<file path="src/design/itse_pkg.sv">
// Shared types, constants and tables of the timestamp-to-epoch converter.
`default_nettype none
package itse_pkg;

  // Parsed timestamp handed from the parser to the converter.
  typedef struct packed {
    logic              ok;
    logic signed [14:0] year;
    logic [3:0]        month;
    logic [4:0]        day;
    logic [4:0]        hour;
    logic [5:0]        minute;
    logic [5:0]        second;
  } rec_t;

  // Queue between parser and converter
  localparam int unsigned QDepth = 2;
  localparam int unsigned QPtrW  = $clog2(QDepth);
  localparam int unsigned QCntW  = $clog2(QDepth + 1);

  // Bounds of a valid result (year -999 up to year 9999)
  localparam logic signed [38:0] EpochMax = 39'sd253402300800;
  localparam logic signed [38:0] EpochMin = -39'sd93700000000;

  // Days in the shifted year (March first) before month index mp.
  function automatic logic [8:0] days_before(input logic [3:0] mp);
    logic [8:0] d;
    case (mp)
      4'd0:    d = 9'd0;
      4'd1:    d = 9'd31;
      4'd2:    d = 9'd61;
      4'd3:    d = 9'd92;
      4'd4:    d = 9'd122;
      4'd5:    d = 9'd153;
      4'd6:    d = 9'd184;
      4'd7:    d = 9'd214;
      4'd8:    d = 9'd245;
      4'd9:    d = 9'd275;
      4'd10:   d = 9'd306;
      4'd11:   d = 9'd337;
      default: d = 9'd0;
    endcase
    return d;
  endfunction

endpackage
`default_nettype wire

</file>
<file path="src/design/itse_parser.sv">
// Character parser: scans the timestamp text and builds the parsed record.
`default_nettype none
module itse_parser (
  input  logic            clk_i,
  input  logic            rst_ni,
  input  logic            accept_i,
  input  logic [7:0]      char_byte_i,
  input  logic            has_char_i,
  input  logic            last_i,
  output itse_pkg::rec_t  rec_o
);

  // Field phases
  localparam logic [1:0] PhSpace  = 2'd0;
  localparam logic [1:0] PhSign   = 2'd1;
  localparam logic [1:0] PhDigits = 2'd2;
  localparam logic [1:0] PhSep    = 2'd3;

  // Field indexes
  localparam logic [2:0] IdxYear   = 3'd0;
  localparam logic [2:0] IdxMonth  = 3'd1;
  localparam logic [2:0] IdxDay    = 3'd2;
  localparam logic [2:0] IdxHour   = 3'd3;
  localparam logic [2:0] IdxMinute = 3'd4;
  localparam logic [2:0] IdxSecond = 3'd5;

  // Characters
  localparam logic [7:0] ChPlus  = 8'h2B;
  localparam logic [7:0] ChMinus = 8'h2D;
  localparam logic [7:0] ChColon = 8'h3A;
  localparam logic [7:0] ChT     = 8'h54;
  localparam logic [7:0] ChSpace = 8'h20;
  localparam logic [7:0] ChTab   = 8'h09;
  localparam logic [7:0] ChCr    = 8'h0D;
  localparam logic [7:0] ChZero  = 8'h30;
  localparam logic [7:0] ChNine  = 8'h39;
  localparam logic [7:0] ChNul   = 8'h00;

  logic [2:0]         idx_q, idx_a;
  logic [1:0]         ph_q, ph_a;
  logic [2:0]         dig_q, dig_a;
  logic               neg_q, neg_a;
  logic [13:0]        acc_q, acc_a;
  logic               fail_q, fail_a;
  logic               done_q, done_a;
  logic signed [14:0] year_q, year_d;
  logic signed [7:0]  month_q, month_d;
  logic signed [7:0]  day_q, day_d;
  logic signed [7:0]  hour_q, hour_d;
  logic signed [7:0]  minute_q, minute_d;
  logic signed [7:0]  second_q, second_d;

  logic               is_space, is_digit, is_sign, is_nul;
  logic [3:0]         digit_val;
  logic [2:0]         width_lim, dig_inc;
  logic [7:0]         sep_char;
  logic [13:0]        acc_sum;
  logic               take_commit, take_sep, nul_end, fin_commit, com_en;
  logic [13:0]        com_acc;
  logic               com_neg;
  logic signed [14:0] year_val;
  logic signed [7:0]  small_val;

  // Character classes
  assign is_space  = (char_byte_i == ChSpace) ||
                     (char_byte_i >= ChTab && char_byte_i <= ChCr);
  assign is_digit  = (char_byte_i >= ChZero) && (char_byte_i <= ChNine);
  assign is_sign   = (char_byte_i == ChPlus) || (char_byte_i == ChMinus);
  assign is_nul    = (char_byte_i == ChNul);
  assign digit_val = char_byte_i[3:0];

  // Field width counts the sign; separator expected after the current field
  assign width_lim = (idx_q == IdxYear) ? 3'd4 : 3'd2;
  assign dig_inc   = dig_q + 3'd1;
  assign sep_char  = (idx_q == IdxDay) ? ChT : ((idx_q < IdxDay) ? ChMinus : ChColon);
  assign acc_sum   = acc_q * 14'd10 + {10'b0, digit_val};

  // Scan step: take the character, then close the text on end or NUL
  always_comb begin
    idx_a       = idx_q;
    ph_a        = ph_q;
    dig_a       = dig_q;
    neg_a       = neg_q;
    acc_a       = acc_q;
    fail_a      = fail_q;
    done_a      = done_q;
    take_commit = 1'b0;
    take_sep    = 1'b0;
    nul_end     = 1'b0;
    fin_commit  = 1'b0;

    if (has_char_i && !fail_q && !done_q) begin
      if (is_nul) begin
        nul_end = 1'b1;
      end else begin
        unique case (ph_q)
          PhSpace: begin
            if (!is_space) begin
              if (is_sign) begin
                neg_a = (char_byte_i == ChMinus);
                dig_a = 3'd1;
                ph_a  = PhSign;
              end else if (is_digit) begin
                acc_a = {10'b0, digit_val};
                dig_a = 3'd1;
                ph_a  = PhDigits;
              end else begin
                fail_a = 1'b1;
              end
            end
          end
          PhSign: begin
            if (is_digit) begin
              acc_a       = {10'b0, digit_val};
              dig_a       = dig_inc;
              ph_a        = PhDigits;
              take_commit = (dig_inc >= width_lim);
            end else begin
              fail_a = 1'b1;
            end
          end
          PhDigits: begin
            if (is_digit) begin
              acc_a       = acc_sum;
              dig_a       = dig_inc;
              take_commit = (dig_inc >= width_lim);
            end else begin
              take_commit = 1'b1;
              take_sep    = (idx_q != IdxSecond);
            end
          end
          PhSep: begin
            take_sep = 1'b1;
          end
          default: begin
            fail_a = 1'b1;
          end
        endcase
      end
    end

    // Number value as it stands before the field closes
    com_acc = acc_a;
    com_neg = neg_a;

    // Close the field
    if (take_commit) begin
      acc_a = '0;
      dig_a = '0;
      neg_a = 1'b0;
      if (idx_q == IdxSecond) begin
        done_a = 1'b1;
      end else begin
        ph_a = PhSep;
      end
    end

    // Separator match
    if (take_sep) begin
      if (char_byte_i == sep_char) begin
        idx_a = idx_q + 3'd1;
        ph_a  = PhSpace;
      end else begin
        fail_a = 1'b1;
      end
    end

    // End of text: seconds may end with the string
    if ((last_i || nul_end) && !fail_a && !done_a) begin
      if (idx_a == IdxSecond && ph_a == PhDigits) begin
        fin_commit = 1'b1;
        done_a     = 1'b1;
        acc_a      = '0;
        dig_a      = '0;
        neg_a      = 1'b0;
      end else begin
        fail_a = 1'b1;
      end
    end
  end

  // Signed field value
  always_comb begin
    year_val  = {1'b0, com_acc};
    small_val = {1'b0, com_acc[6:0]};
    if (com_neg) begin
      year_val  = -year_val;
      small_val = -small_val;
    end
  end

  // Field store
  assign com_en = take_commit | fin_commit;

  always_comb begin
    year_d   = year_q;
    month_d  = month_q;
    day_d    = day_q;
    hour_d   = hour_q;
    minute_d = minute_q;
    second_d = second_q;
    if (com_en) begin
      unique case (idx_q)
        IdxYear:   year_d   = year_val;
        IdxMonth:  month_d  = small_val;
        IdxDay:    day_d    = small_val;
        IdxHour:   hour_d   = small_val;
        IdxMinute: minute_d = small_val;
        default:   second_d = small_val;
      endcase
    end
  end

  // Record with range checks, taken when the string ends
  always_comb begin
    rec_o.ok     = done_a && !fail_a &&
                   month_d >= 8'sd1 && month_d <= 8'sd12 &&
                   day_d >= 8'sd1 && day_d <= 8'sd31 &&
                   hour_d >= 8'sd0 && hour_d <= 8'sd23 &&
                   minute_d >= 8'sd0 && minute_d <= 8'sd59 &&
                   second_d >= 8'sd0 && second_d <= 8'sd60;
    rec_o.year   = year_d;
    rec_o.month  = month_d[3:0];
    rec_o.day    = day_d[4:0];
    rec_o.hour   = hour_d[4:0];
    rec_o.minute = minute_d[5:0];
    rec_o.second = second_d[5:0];
  end

  // Scan state; a string end returns everything to its start values
  always_ff @(posedge clk_i or negedge rst_ni) begin
    if (!rst_ni) begin
      idx_q    <= IdxYear;
      ph_q     <= PhSpace;
      dig_q    <= '0;
      neg_q    <= 1'b0;
      acc_q    <= '0;
      fail_q   <= 1'b0;
      done_q   <= 1'b0;
      year_q   <= '0;
      month_q  <= '0;
      day_q    <= '0;
      hour_q   <= '0;
      minute_q <= '0;
      second_q <= '0;
    end else if (accept_i) begin
      if (last_i) begin
        idx_q    <= IdxYear;
        ph_q     <= PhSpace;
        dig_q    <= '0;
        neg_q    <= 1'b0;
        acc_q    <= '0;
        fail_q   <= 1'b0;
        done_q   <= 1'b0;
        year_q   <= '0;
        month_q  <= '0;
        day_q    <= '0;
        hour_q   <= '0;
        minute_q <= '0;
        second_q <= '0;
      end else begin
        idx_q    <= idx_a;
        ph_q     <= ph_a;
        dig_q    <= dig_a;
        neg_q    <= neg_a;
        acc_q    <= acc_a;
        fail_q   <= fail_a;
        done_q   <= done_a;
        year_q   <= year_d;
        month_q  <= month_d;
        day_q    <= day_d;
        hour_q   <= hour_d;
        minute_q <= minute_d;
        second_q <= second_d;
      end
    end
  end

endmodule
`default_nettype wire

</file>
<file path="src/design/itse_fifo.sv">
// Short queue of parsed records between the parser and the converter.
`default_nettype none
module itse_fifo (
  input  logic           clk_i,
  input  logic           rst_ni,
  input  logic           push_i,
  input  itse_pkg::rec_t rec_i,
  input  logic           pop_i,
  output logic           full_o,
  output logic           empty_o,
  output itse_pkg::rec_t rec_o
);

  itse_pkg::rec_t                  mem_q [itse_pkg::QDepth];
  logic [itse_pkg::QPtrW-1:0]      wr_ptr_q, rd_ptr_q;
  logic [itse_pkg::QCntW-1:0]      cnt_q, cnt_d;
  logic                            wr_en, rd_en;

  assign full_o  = (cnt_q == itse_pkg::QCntW'(itse_pkg::QDepth));
  assign empty_o = (cnt_q == '0);
  assign wr_en   = push_i & ~full_o;
  assign rd_en   = pop_i & ~empty_o;
  assign rec_o   = mem_q[rd_ptr_q];

  // Occupancy
  always_comb begin
    cnt_d = cnt_q;
    if (wr_en && !rd_en) begin
      cnt_d = cnt_q + 1'b1;
    end else if (rd_en && !wr_en) begin
      cnt_d = cnt_q - 1'b1;
    end
  end

  // Pointers and count
  always_ff @(posedge clk_i or negedge rst_ni) begin
    if (!rst_ni) begin
      wr_ptr_q <= '0;
      rd_ptr_q <= '0;
      cnt_q    <= '0;
    end else begin
      if (wr_en) begin
        wr_ptr_q <= wr_ptr_q + 1'b1;
      end
      if (rd_en) begin
        rd_ptr_q <= rd_ptr_q + 1'b1;
      end
      cnt_q <= cnt_d;
    end
  end

  // Storage
  always_ff @(posedge clk_i) begin
    if (wr_en) begin
      mem_q[wr_ptr_q] <= rec_i;
    end
  end

endmodule
`default_nettype wire

</file>
<file path="src/design/itse_convert.sv">
// Converter: days-from-civil and seconds arithmetic over a short sequence.
`default_nettype none
module itse_convert (
  input  logic                clk_i,
  input  logic                rst_ni,
  input  logic                q_empty_i,
  input  itse_pkg::rec_t      q_rec_i,
  output logic                q_pop_o,
  input  logic                pop_i,
  output logic                empty_o,
  output logic signed [38:0]  epoch_seconds_o,
  output logic                valid_res_o
);

  // Sequencer states
  localparam logic [2:0] StIdle = 3'd0;
  localparam logic [2:0] StDiv  = 3'd1;
  localparam logic [2:0] StRem  = 3'd2;
  localparam logic [2:0] StDoe  = 3'd3;
  localparam logic [2:0] StDays = 3'd4;
  localparam logic [2:0] StSecs = 3'd5;
  localparam logic [2:0] StDone = 3'd6;

  // Year offset keeps the era division non-negative (three eras)
  localparam logic signed [14:0] YearBias   = 15'sd1200;
  localparam logic [15:0]        RecipM     = 16'd41944;   // ceil(2^24 / 400)
  localparam logic [13:0]        YearsEra   = 14'd400;
  localparam logic signed [5:0]  EraBias    = 6'sd3;
  localparam logic signed [18:0] DaysPerEra = 19'sd146097;
  localparam logic signed [23:0] DaysOffset = 24'sd719468;
  localparam logic signed [17:0] SecsPerDay = 18'sd86400;

  logic [2:0]          state_q, state_d;
  logic                out_valid_q;
  logic                pop_acc, out_wr;

  logic                ok_q;
  logic [13:0]         u_q;
  logic [3:0]          mp_q;
  logic [4:0]          day_q, hour_q;
  logic [5:0]          min_q, sec_q;
  logic [4:0]          quo_q;
  logic signed [5:0]   era_q;
  logic [8:0]          yoe_q;
  logic [17:0]         doe_q;
  logic signed [23:0]  era_days_q, days_q;
  logic signed [38:0]  secs_day_q;
  logic [16:0]         tod_q;
  logic signed [38:0]  out_epoch_q;
  logic                out_ok_q;

  logic signed [14:0]  y_adj, u_full;
  logic [3:0]          mp_d;
  logic [29:0]         q_prod;
  logic [13:0]         q_x400, rem, rem_c;
  logic [4:0]          quo_c;
  logic [8:0]          yoe_d;
  logic signed [5:0]   era_d;
  logic [17:0]         yoe18, doe_d;
  logic [1:0]          cent;
  logic signed [24:0]  era_prod;
  logic signed [23:0]  days_d;
  logic signed [41:0]  secs_prod;
  logic [16:0]         tod_d;
  logic signed [38:0]  sum_d;

  assign pop_acc         = pop_i & out_valid_q;
  assign empty_o         = ~out_valid_q;
  assign epoch_seconds_o = out_epoch_q;
  assign valid_res_o     = out_ok_q;
  assign q_pop_o         = (state_q == StIdle) && !q_empty_i;
  assign out_wr          = (state_q == StDone) && (!out_valid_q || pop_acc);

  // Load: year shifted to March start, biased non-negative
  always_comb begin
    y_adj  = q_rec_i.year - ((q_rec_i.month <= 4'd2) ? 15'sd1 : 15'sd0);
    u_full = y_adj + YearBias;
    mp_d   = (q_rec_i.month > 4'd2) ? (q_rec_i.month - 4'd3) : (q_rec_i.month + 4'd9);
  end

  // Era quotient by reciprocal, remainder with one correction
  always_comb begin
    q_prod = u_q * RecipM;
    q_x400 = {9'b0, quo_q} * YearsEra;
    rem    = u_q - q_x400;
    rem_c  = rem - YearsEra;
    if (rem >= YearsEra) begin
      yoe_d = rem_c[8:0];
      quo_c = quo_q + 5'd1;
    end else begin
      yoe_d = rem[8:0];
      quo_c = quo_q;
    end
    era_d = $signed({1'b0, quo_c}) - EraBias;
  end

  // Day of era and era base
  always_comb begin
    yoe18 = {9'b0, yoe_q};
    if (yoe_q >= 9'd300) begin
      cent = 2'd3;
    end else if (yoe_q >= 9'd200) begin
      cent = 2'd2;
    end else if (yoe_q >= 9'd100) begin
      cent = 2'd1;
    end else begin
      cent = 2'd0;
    end
    doe_d    = yoe18 * 18'd365 + {2'b0, yoe18[17:2]} - {16'b0, cent} +
               {9'b0, itse_pkg::days_before(mp_q)} + {13'b0, day_q} - 18'd1;
    era_prod = era_q * DaysPerEra;
  end

  // Days since epoch, seconds of the day, final sum
  always_comb begin
    days_d    = era_days_q + $signed({6'b0, doe_q}) - DaysOffset;
    secs_prod = days_q * SecsPerDay;
    tod_d     = {12'b0, hour_q} * 17'd3600 + {11'b0, min_q} * 17'd60 + {11'b0, sec_q};
    sum_d     = secs_day_q + $signed({22'b0, tod_q});
  end

  // Sequencer
  always_comb begin
    state_d = state_q;
    unique case (state_q)
      StIdle:  if (!q_empty_i) state_d = StDiv;
      StDiv:   state_d = StRem;
      StRem:   state_d = StDoe;
      StDoe:   state_d = StDays;
      StDays:  state_d = StSecs;
      StSecs:  state_d = StDone;
      StDone:  if (out_wr) state_d = StIdle;
      default: state_d = StIdle;
    endcase
  end

  always_ff @(posedge clk_i or negedge rst_ni) begin
    if (!rst_ni) begin
      state_q     <= StIdle;
      out_valid_q <= 1'b0;
    end else begin
      state_q <= state_d;
      if (out_wr) begin
        out_valid_q <= 1'b1;
      end else if (pop_acc) begin
        out_valid_q <= 1'b0;
      end
    end
  end

  // Datapath registers
  always_ff @(posedge clk_i) begin
    if (q_pop_o) begin
      ok_q   <= q_rec_i.ok;
      u_q    <= u_full[13:0];
      mp_q   <= mp_d;
      day_q  <= q_rec_i.day;
      hour_q <= q_rec_i.hour;
      min_q  <= q_rec_i.minute;
      sec_q  <= q_rec_i.second;
    end
    if (state_q == StDiv) begin
      quo_q <= q_prod[28:24];
    end
    if (state_q == StRem) begin
      yoe_q <= yoe_d;
      era_q <= era_d;
    end
    if (state_q == StDoe) begin
      doe_q      <= doe_d;
      era_days_q <= era_prod[23:0];
    end
    if (state_q == StDays) begin
      days_q <= days_d;
    end
    if (state_q == StSecs) begin
      secs_day_q <= secs_prod[38:0];
      tod_q      <= tod_d;
    end
    if (out_wr) begin
      out_epoch_q <= ok_q ? sum_d : '0;
      out_ok_q    <= ok_q;
    end
  end

endmodule
`default_nettype wire

</file>
<file path="src/design/iso_timestamp_to_epoch_seconds.sv">
// Timestamp text to UTC epoch seconds: top level.
// One character word per cycle unless full; full rises only when the queue holds two strings.
// The last character queues its record; the states Div, Rem, Doe, Days and Secs compute the result.
// Done waits for a free output; records pop only in Idle; the 2-entry queue absorbs short strings.
// Reset (rst_ni low, asynchronous) empties the queue and output, and restarts the scan.
`default_nettype none
module iso_timestamp_to_epoch_seconds (
  input  logic               clk_i,
  input  logic               rst_ni,
  input  logic               push,
  output logic               full,
  input  logic [7:0]         char_byte_i,
  input  logic               has_char_i,
  input  logic               last_i,
  output logic               empty,
  input  logic               pop,
  output logic signed [38:0] epoch_seconds_o,
  output logic               valid_res_o
);

  logic           accept;
  logic           q_empty, q_pop;
  itse_pkg::rec_t rec, q_rec;

  assign accept = push & ~full;

  // Front: character scanner
  itse_parser u_parser (
    .clk_i       (clk_i),
    .rst_ni      (rst_ni),
    .accept_i    (accept),
    .char_byte_i (char_byte_i),
    .has_char_i  (has_char_i),
    .last_i      (last_i),
    .rec_o       (rec)
  );

  // Record queue
  itse_fifo u_fifo (
    .clk_i   (clk_i),
    .rst_ni  (rst_ni),
    .push_i  (accept & last_i),
    .rec_i   (rec),
    .pop_i   (q_pop),
    .full_o  (full),
    .empty_o (q_empty),
    .rec_o   (q_rec)
  );

  // Back: date conversion
  itse_convert u_convert (
    .clk_i           (clk_i),
    .rst_ni          (rst_ni),
    .q_empty_i       (q_empty),
    .q_rec_i         (q_rec),
    .q_pop_o         (q_pop),
    .pop_i           (pop),
    .empty_o         (empty),
    .epoch_seconds_o (epoch_seconds_o),
    .valid_res_o     (valid_res_o)
  );

endmodule
`default_nettype wire

</file>
<file path="config.mk">
export PLATFORM = sky130hd
export DESIGN_NAME = iso_timestamp_to_epoch_seconds
export DESIGN_NICKNAME = d
export VERILOG_FILES = /design/src/design/itse_pkg.sv /design/src/design/itse_parser.sv /design/src/design/itse_fifo.sv /design/src/design/itse_convert.sv /design/src/design/iso_timestamp_to_epoch_seconds.sv
export SDC_FILE = /design/constraint.sdc
export NUM_CORES = 1
export LEC_CHECK = 0
export BUFFER_PORTS_ARGS = -buffer_cell sky130_fd_sc_hd__buf_2
export CAP_MARGIN = 20
export CORE_MARGIN = 2
export CORE_UTILIZATION = 45
export DETAILED_ROUTE_END_ITERATION = 7
export PLACE_DENSITY = 0.66
export SLEW_MARGIN = 10
export SYNTH_ARGS = -nofsm -noshare
export SYNTH_HDL_FRONTEND = slang
export SYNTH_SLANG_ARGS = --single-unit
</file>
<file path="constraint.sdc">
create_clock -name clk_i -period 5.8 [get_ports clk_i]
set_input_delay 0.29 -clock clk_i [delete_from_list [all_inputs] [get_ports clk_i]]
set_output_delay 0.29 -clock clk_i [all_outputs]
set_load 0.05 [all_outputs]
</file>
==> run metrics, run 1 <==
status finished, violations left; violated checks design-rule violations; Clock Latency Late Sink 570 ps; Area Overhead vs Synth 10.51%; placed wire-length estimate 48.51 mm; Clk pin slew, worst setup/hold paths 60 ps; number of enable-type register cells in the synthesized netlist 298; Std-Cell Rows 99; top cells by area, synth edfxtp_1 27%, ha_1 20%, fa_1 13%, dfrtp_1 6.6%, inv_1 6.3%; share of async-settable or async-resettable flops after synthesis 22.08%; number of inserted diodes 0; GPL Wtd Cong 0.8574; antenna violations before repair 0; most common cell after layout, fill and taps aside inv_1; Worst slew margin 29.77%; pre-CTS setup slack -59.57 ps; crit path max fanout 6; nets in the synthesized netlist 3803; Crit-path slowest cell or4b_2; class of the most critical hold timing path primary input to async pin; final hold viol count 0; worst hold slack 155.9 ps; Largest stage delay, worst path 600 ps; required time reported for the critical path endpoint 6170 ps; Post-Syn Area 0.03323 sq mm; total number of clock tree sinks 394; routed length per placed instance 14.69 um; most common cell type on the critical path a21o_1; highest attainable clock frequency 181.3 MHz; crit share post-route 95.09%; post-synthesis area per instance 10.89 sq um; CTS Buf Count 45; root cell of the clock tree clkbuf_16; Post-Route Skew 25.25 ps; crit path capture type flop; GRT Residual Overflow 0; number of maximum-capacitance constraint violations 0; number of distinct library cells after synthesis 100; Cells after Synth 3052; setup violators final 0; minimum clock period 5515 ps; effective utilization at floorplan 45.46%; warning count from the yosys run 0; IO Count 56; pin count of the biggest net entering global routing 65; launching element of the worst setup path u_convert.days_q[12]; via count of the routed design 21324; fin nets 3929; cell-by-cell trace of the critical path ha_1 -> ha_1 -> inv_1 -> fa_1 -> inv_1 -> fa_1 -> fa_1 -> ha_2 -> a21o_1 -> a21o_1 -> a21o_1 -> a21o_1 -> a21o_1 -> a21o_1 -> a21oi_1 -> a21boi_1 -> o31ai_2 -> or4b_2 -> o311ai_0; area share of the leading cell type in the synthesized netlist 26.93%; global-route wire length before repair 104.7 mm; number of fillers in the final layout 6501; flip-flop cell with the highest count after synthesis edfxtp_1; 1st-iter DRT viols 911; clock tree from TritonCTS yes; commonest cells after routing, fill and taps aside 559 x inv_1, 518 x ha_1, 298 x edfxtp_1; drt pass-1 iters 7; Overall Global Routing Usage 16.73%; slew at the pin with the worst max-slew slack 1053 ps; area of the core region 0.07308 sq mm; overall routed net length 61.30 mm; Max Transition Viols Final 0; flip-flop and latch count after synthesis 394; post-route design area 0.03672 sq mm; fraction of final layout cells with drive strength greater than 1 9.583%; DRC errors left 9; H-tree depth 2; Synth area leader edfxtp_1; kind of critical path flop to flop; Final Worst Setup Slack 284.7 ps; floorplan die width 275.7 um; Bufs on Longest Clock Path 3; antenna-violating nets left 0; Final Util 50.24%; placed inst area 0.03492 sq mm; total of buffers placed on input and output ports 55; register area share after synthesis 34.03%; startpoint of the worst-slack reg-to-reg timing path u_convert.days_q[12]; number of global-route vias before repair 21398; Startpoint Class flop; die outline area 0.07603 sq mm; die height 275.7 um; Via-to-Cell Ratio 5.110; arrival time of data at the critical path endpoint 5880 ps
stage by stage:
stage | std cells | setup TNS, ps
final | 4173 | 0
after global routing | 4173 | -27.69
after CTS | 4153 | 0
after detailed placement | 4069 | -59.57
after global placement | 4069 | 0
after floorplan | 3052 | 0
critical path: cells and delay by family, from the launching register on:
kind / cells / cell delay [ps]
fa+ha+maj: 6 / 2480
compound gates: 10 / 1720
simple gates: 1 / 600
flops: 1 / 390
buf+inv: 2 / 110
timing repair:
item | 4_1_cts | 5_1_grt
endpoints found under the hold margin | 23 | 0
endpoints found under the setup margin | 1 | 6
pin swaps | 0 | 9
resized for setup | 1 | 23
hold buffers | 1 | 0
setup buffers | 0 | 19
final timing paths:
| check | slack, ps | cells after the start | endpoint |
|---|---|---|---|
| worst min-delay path | 160 | 2 | u_parser.dig_q[1] |
| worst max-delay path | 280 | 19 | u_convert.secs_day_q[37] |
| worst min register to register | 430 | 0 | u_convert.tod_q[1] |
| min in group clk_i | 160 | 3 | u_convert.out_valid_q |
| max in group asynchronous | 4430 | 3 | u_fifo.rd_ptr_q |
| worst max register to register | 280 | 19 | u_convert.secs_day_q[37] |
sequential cells by signal (all words and copies together) (netlist names), 17 cells and up, named ones only:
| signal | count |
|---|---|
| u_fifo.mem_q | 82 |
| u_convert.epoch_seconds_o | 39 |
| u_convert.secs_day_q | 32 |
| u_convert.days_q | 24 |
| u_convert.era_days_q | 24 |
| u_convert.doe_q | 18 |
| u_convert.tod_q | 17 |
area by class of cell:
class / count / area [sq um] / share of cell area, %
clock buffer: 48 / 1169 / 3.183
tap: 959 / 1200 / 3.268
multi-input combinational: 2050 / 19750 / 53.77
sequential: 394 / 11310 / 30.79
clock inverter: 35 / 359.1 / 0.9780
timing repair buffer: 126 / 833.3 / 2.269
inverter: 561 / 2106 / 5.735
logic make-up after synthesis:
family	after synthesis	synth area share (%)
and+or+nand+nor	501	7.629
xor gates and xnor gates	188	5.020
DFF	394	34.03
buffers and inverters	608	6.940
muxes	79	2.557
AOI/OAI and AO/OA	545	11.20
adders and majority gates	737	32.63
Yosys cell counts (6+ instances only):
library cell / count
mux2i_1: 32
or2_2: 9
nand3_1: 38
nor3_1: 37
ha_1: 521
a22o_1: 34
o31ai_1: 18
or3_1: 19
a21oi_1: 109
a31o_2: 7
o21ai_0: 122
clkbuf_1: 36
mux2_2: 46
a21boi_0: 22
o2111ai_1: 11
nand2_1: 137
dfxtp_1: 9
xor2_1: 55
and3_1: 19
o21bai_1: 26
fa_1: 216
edfxtp_1: 298
o311ai_0: 7
and2_1: 32
nand2b_1: 27
xnor2_1: 131
dfrtp_1: 87
nand4_1: 12
a31oi_1: 12
nor2_1: 106
a21o_1: 43
a211oi_1: 9
o21a_1: 18
nor2b_1: 24
o31a_1: 6
inv_1: 559
o211ai_1: 16
o21ai_1: 13
metal layers:
layer	global-route usage (%)	wire length, um	up-vias	share of wire, %
li1	-	-	10764	-
met1	22.42	28520	10214	47
met2	28.97	29760	271	49
met3	2.157	2036	75	3.3
met4	3.565	990	0	1.6
met5	0	0	-	0
Power of run 1 is not shown: default switching activity piles up to over one toggle a cycle in this logic, so the estimate is an artifact.
==> run 2, diff against run 1 <==
--- a/config.mk
+++ b/config.mk
@@ -8,9 +8,9 @@
 export BUFFER_PORTS_ARGS = -buffer_cell sky130_fd_sc_hd__buf_2
 export CAP_MARGIN = 20
 export CORE_MARGIN = 2
-export CORE_UTILIZATION = 45
+export CORE_UTILIZATION = 50
 export DETAILED_ROUTE_END_ITERATION = 7
-export PLACE_DENSITY = 0.66
+export PLACE_DENSITY = 0.69
 export SLEW_MARGIN = 10
 export SYNTH_ARGS = -nofsm -noshare
 export SYNTH_HDL_FRONTEND = slang
==> constraint.sdc (replaced) <==
create_clock -name clk_i -period 7.1 [get_ports clk_i]
set_input_delay 0.355 -clock clk_i [delete_from_list [all_inputs] [get_ports clk_i]]
set_output_delay 0.355 -clock clk_i [all_outputs]
set_load 0.05 [all_outputs]
==> run metrics, run 2 (synthesized netlist as in run 1, its figures left out) <==
flip-flop count of the largest register after layout 82; slew at the pin with the worst max-slew slack 1073 ps; root cell of the clock tree clkbuf_16; Startpoint Class flop; overall routed net length 64.02 mm; floorplan die width 261.8 um; IO Count 56; setup violators final 0; fin nets 3873; final hold viol count 0; Std-Cell Rows 94; R2R depth 25; Post-Route Skew 12.05 ps; capturing element of the worst setup path u_convert.era_q[4]; total of buffers placed on input and output ports 55; routed length per placed instance 15.91 um; register containing the most flip-flops in the final layout u_fifo.mem_q; CTS Buf Count 45; number of maximum-capacitance constraint violations 0; GPL Wtd Cong 0.8993; Worst slew margin 27.98%; global-route wire length before repair 109.6 mm; Clk pin slew, worst setup/hold paths 60 ps; destination of the worst register-to-register timing path u_convert.era_q[4]; placed wire-length estimate 50.37 mm; most common cell type on the critical path ha_1; Max Transition Viols Final 0; antenna violations before repair 0; number of global-route vias before repair 22975; effective utilization at floorplan 50.54%; startpoint of the worst-slack reg-to-reg timing path u_convert.quo_q[3]; number of inserted diodes 0; Crit-path slowest cell edfxtp_1; reg-to-reg setup timing slack 780 ps; Final Worst Setup Slack 784.7 ps; GRT Residual Overflow 0; drt pass-1 iters 5; CTS resizes 0; commonest cells after routing, fill and taps aside 559 x inv_1, 521 x ha_1, 298 x edfxtp_1; highest attainable clock frequency 158.3 MHz; worst hold slack 120.3 ps; area of the core region 0.06575 sq mm; via count of the routed design 21687; H-tree depth 2; Largest stage delay, worst path 540 ps; die outline area 0.06853 sq mm; crit share post-route 88.95%; most common cell after layout, fill and taps aside inv_1; clock tree from TritonCTS yes; Overall Global Routing Usage 19.40%; fraction of final layout cells with drive strength greater than 1 7.502%; status completed; Bufs on Longest Clock Path 3; launching element of the worst setup path u_convert.quo_q[3]; pre-CTS setup slack 790.6 ps; die height 261.8 um; class of the most critical hold timing path primary input to async pin; number of fillers in the final layout 5584; antenna-violating nets left 0; crit path capture type flop; DRC errors left 0; 1st-iter DRT viols 1279; Area Overhead vs Synth 8.766%; Setup TNS Final 0 ps; Clock Latency Late Sink 570 ps; setup repair after global routing missed its margin no; pin count of the biggest net entering global routing 84; total number of clock tree sinks 394; required time reported for the critical path endpoint 7390 ps; minimum clock period 6315 ps; crit path max fanout 12; Post-CTS Setup Repair Bufs 0; Via-to-Cell Ratio 5.391; arrival time of data at the critical path endpoint 6610 ps; kind of critical path flop to flop
run 2: routing by layer:
| metal | share of wire, % | GRT usage [%] |
|---|---|---|
| met1 | 44 | 24.36 |
| met2 | 50 | 35.17 |
| met3 | 3.3 | 2.575 |
| met4 | 2.3 | 4.972 |
| met5 | 0 | 0 |
run 2: worst min-delay path by stage:
stage	from	endpoint	slack (ps)	cells after the start
final	rst_ni	u_parser.dig_q[0]	120	2
after global routing	rst_ni	u_parser.dig_q[0]	120	2
after CTS	rst_ni	u_parser.idx_q[1]	100	2
after detailed placement	rst_ni	u_parser.dig_q[0]	170	1
after global placement	rst_ni	u_parser.dig_q[0]	170	1
after floorplan	rst_ni	u_convert.out_valid_q	60	0
run 2: per-stage QoR:
step / utilization [%] / std cells / area (sq um)
final: 54.97 / 4023 / 36140
after CTS: 54.90 / 4021 / 36090
after global routing: 54.97 / 4023 / 36140
after global placement: 52.49 / 3936 / 34510
after detailed placement: 52.49 / 3936 / 34510
after floorplan: - / 3052 / 33230
run 2: layout make-up:
cell class	count	area [sq um]	area share (%)
Clock buffer	55	1216	3.365
Clock inverter	29	354.1	0.9798
Inverter	561	2106	5.827
Multi-Input combinational cell	2050	19650	54.37
Sequential cell	394	11310	31.29
Tap cell	864	1081	2.991
Timing Repair Buffer	70	425.4	1.177
run 2: repair_timing:
item | CTS | global route
endpoints found under the setup margin | 0 | 0
hold buffers | 1 | 0
hold endpoints to repair | 4 | 0
run 2: worst max-delay path, delay by kind of cell (launching register included):
| family | cells | cell delay (ps) |
|---|---|---|
| AOI/OAI and AO/OA | 11 | 2650 |
| and+or+nand+nor | 3 | 590 |
| xor gates and xnor gates | 3 | 420 |
| buffers and inverters | 2 | 120 |
| adders and majority gates | 6 | 1720 |
| DFF | 1 | 540 |
Power of run 2 is left out for the same reason.
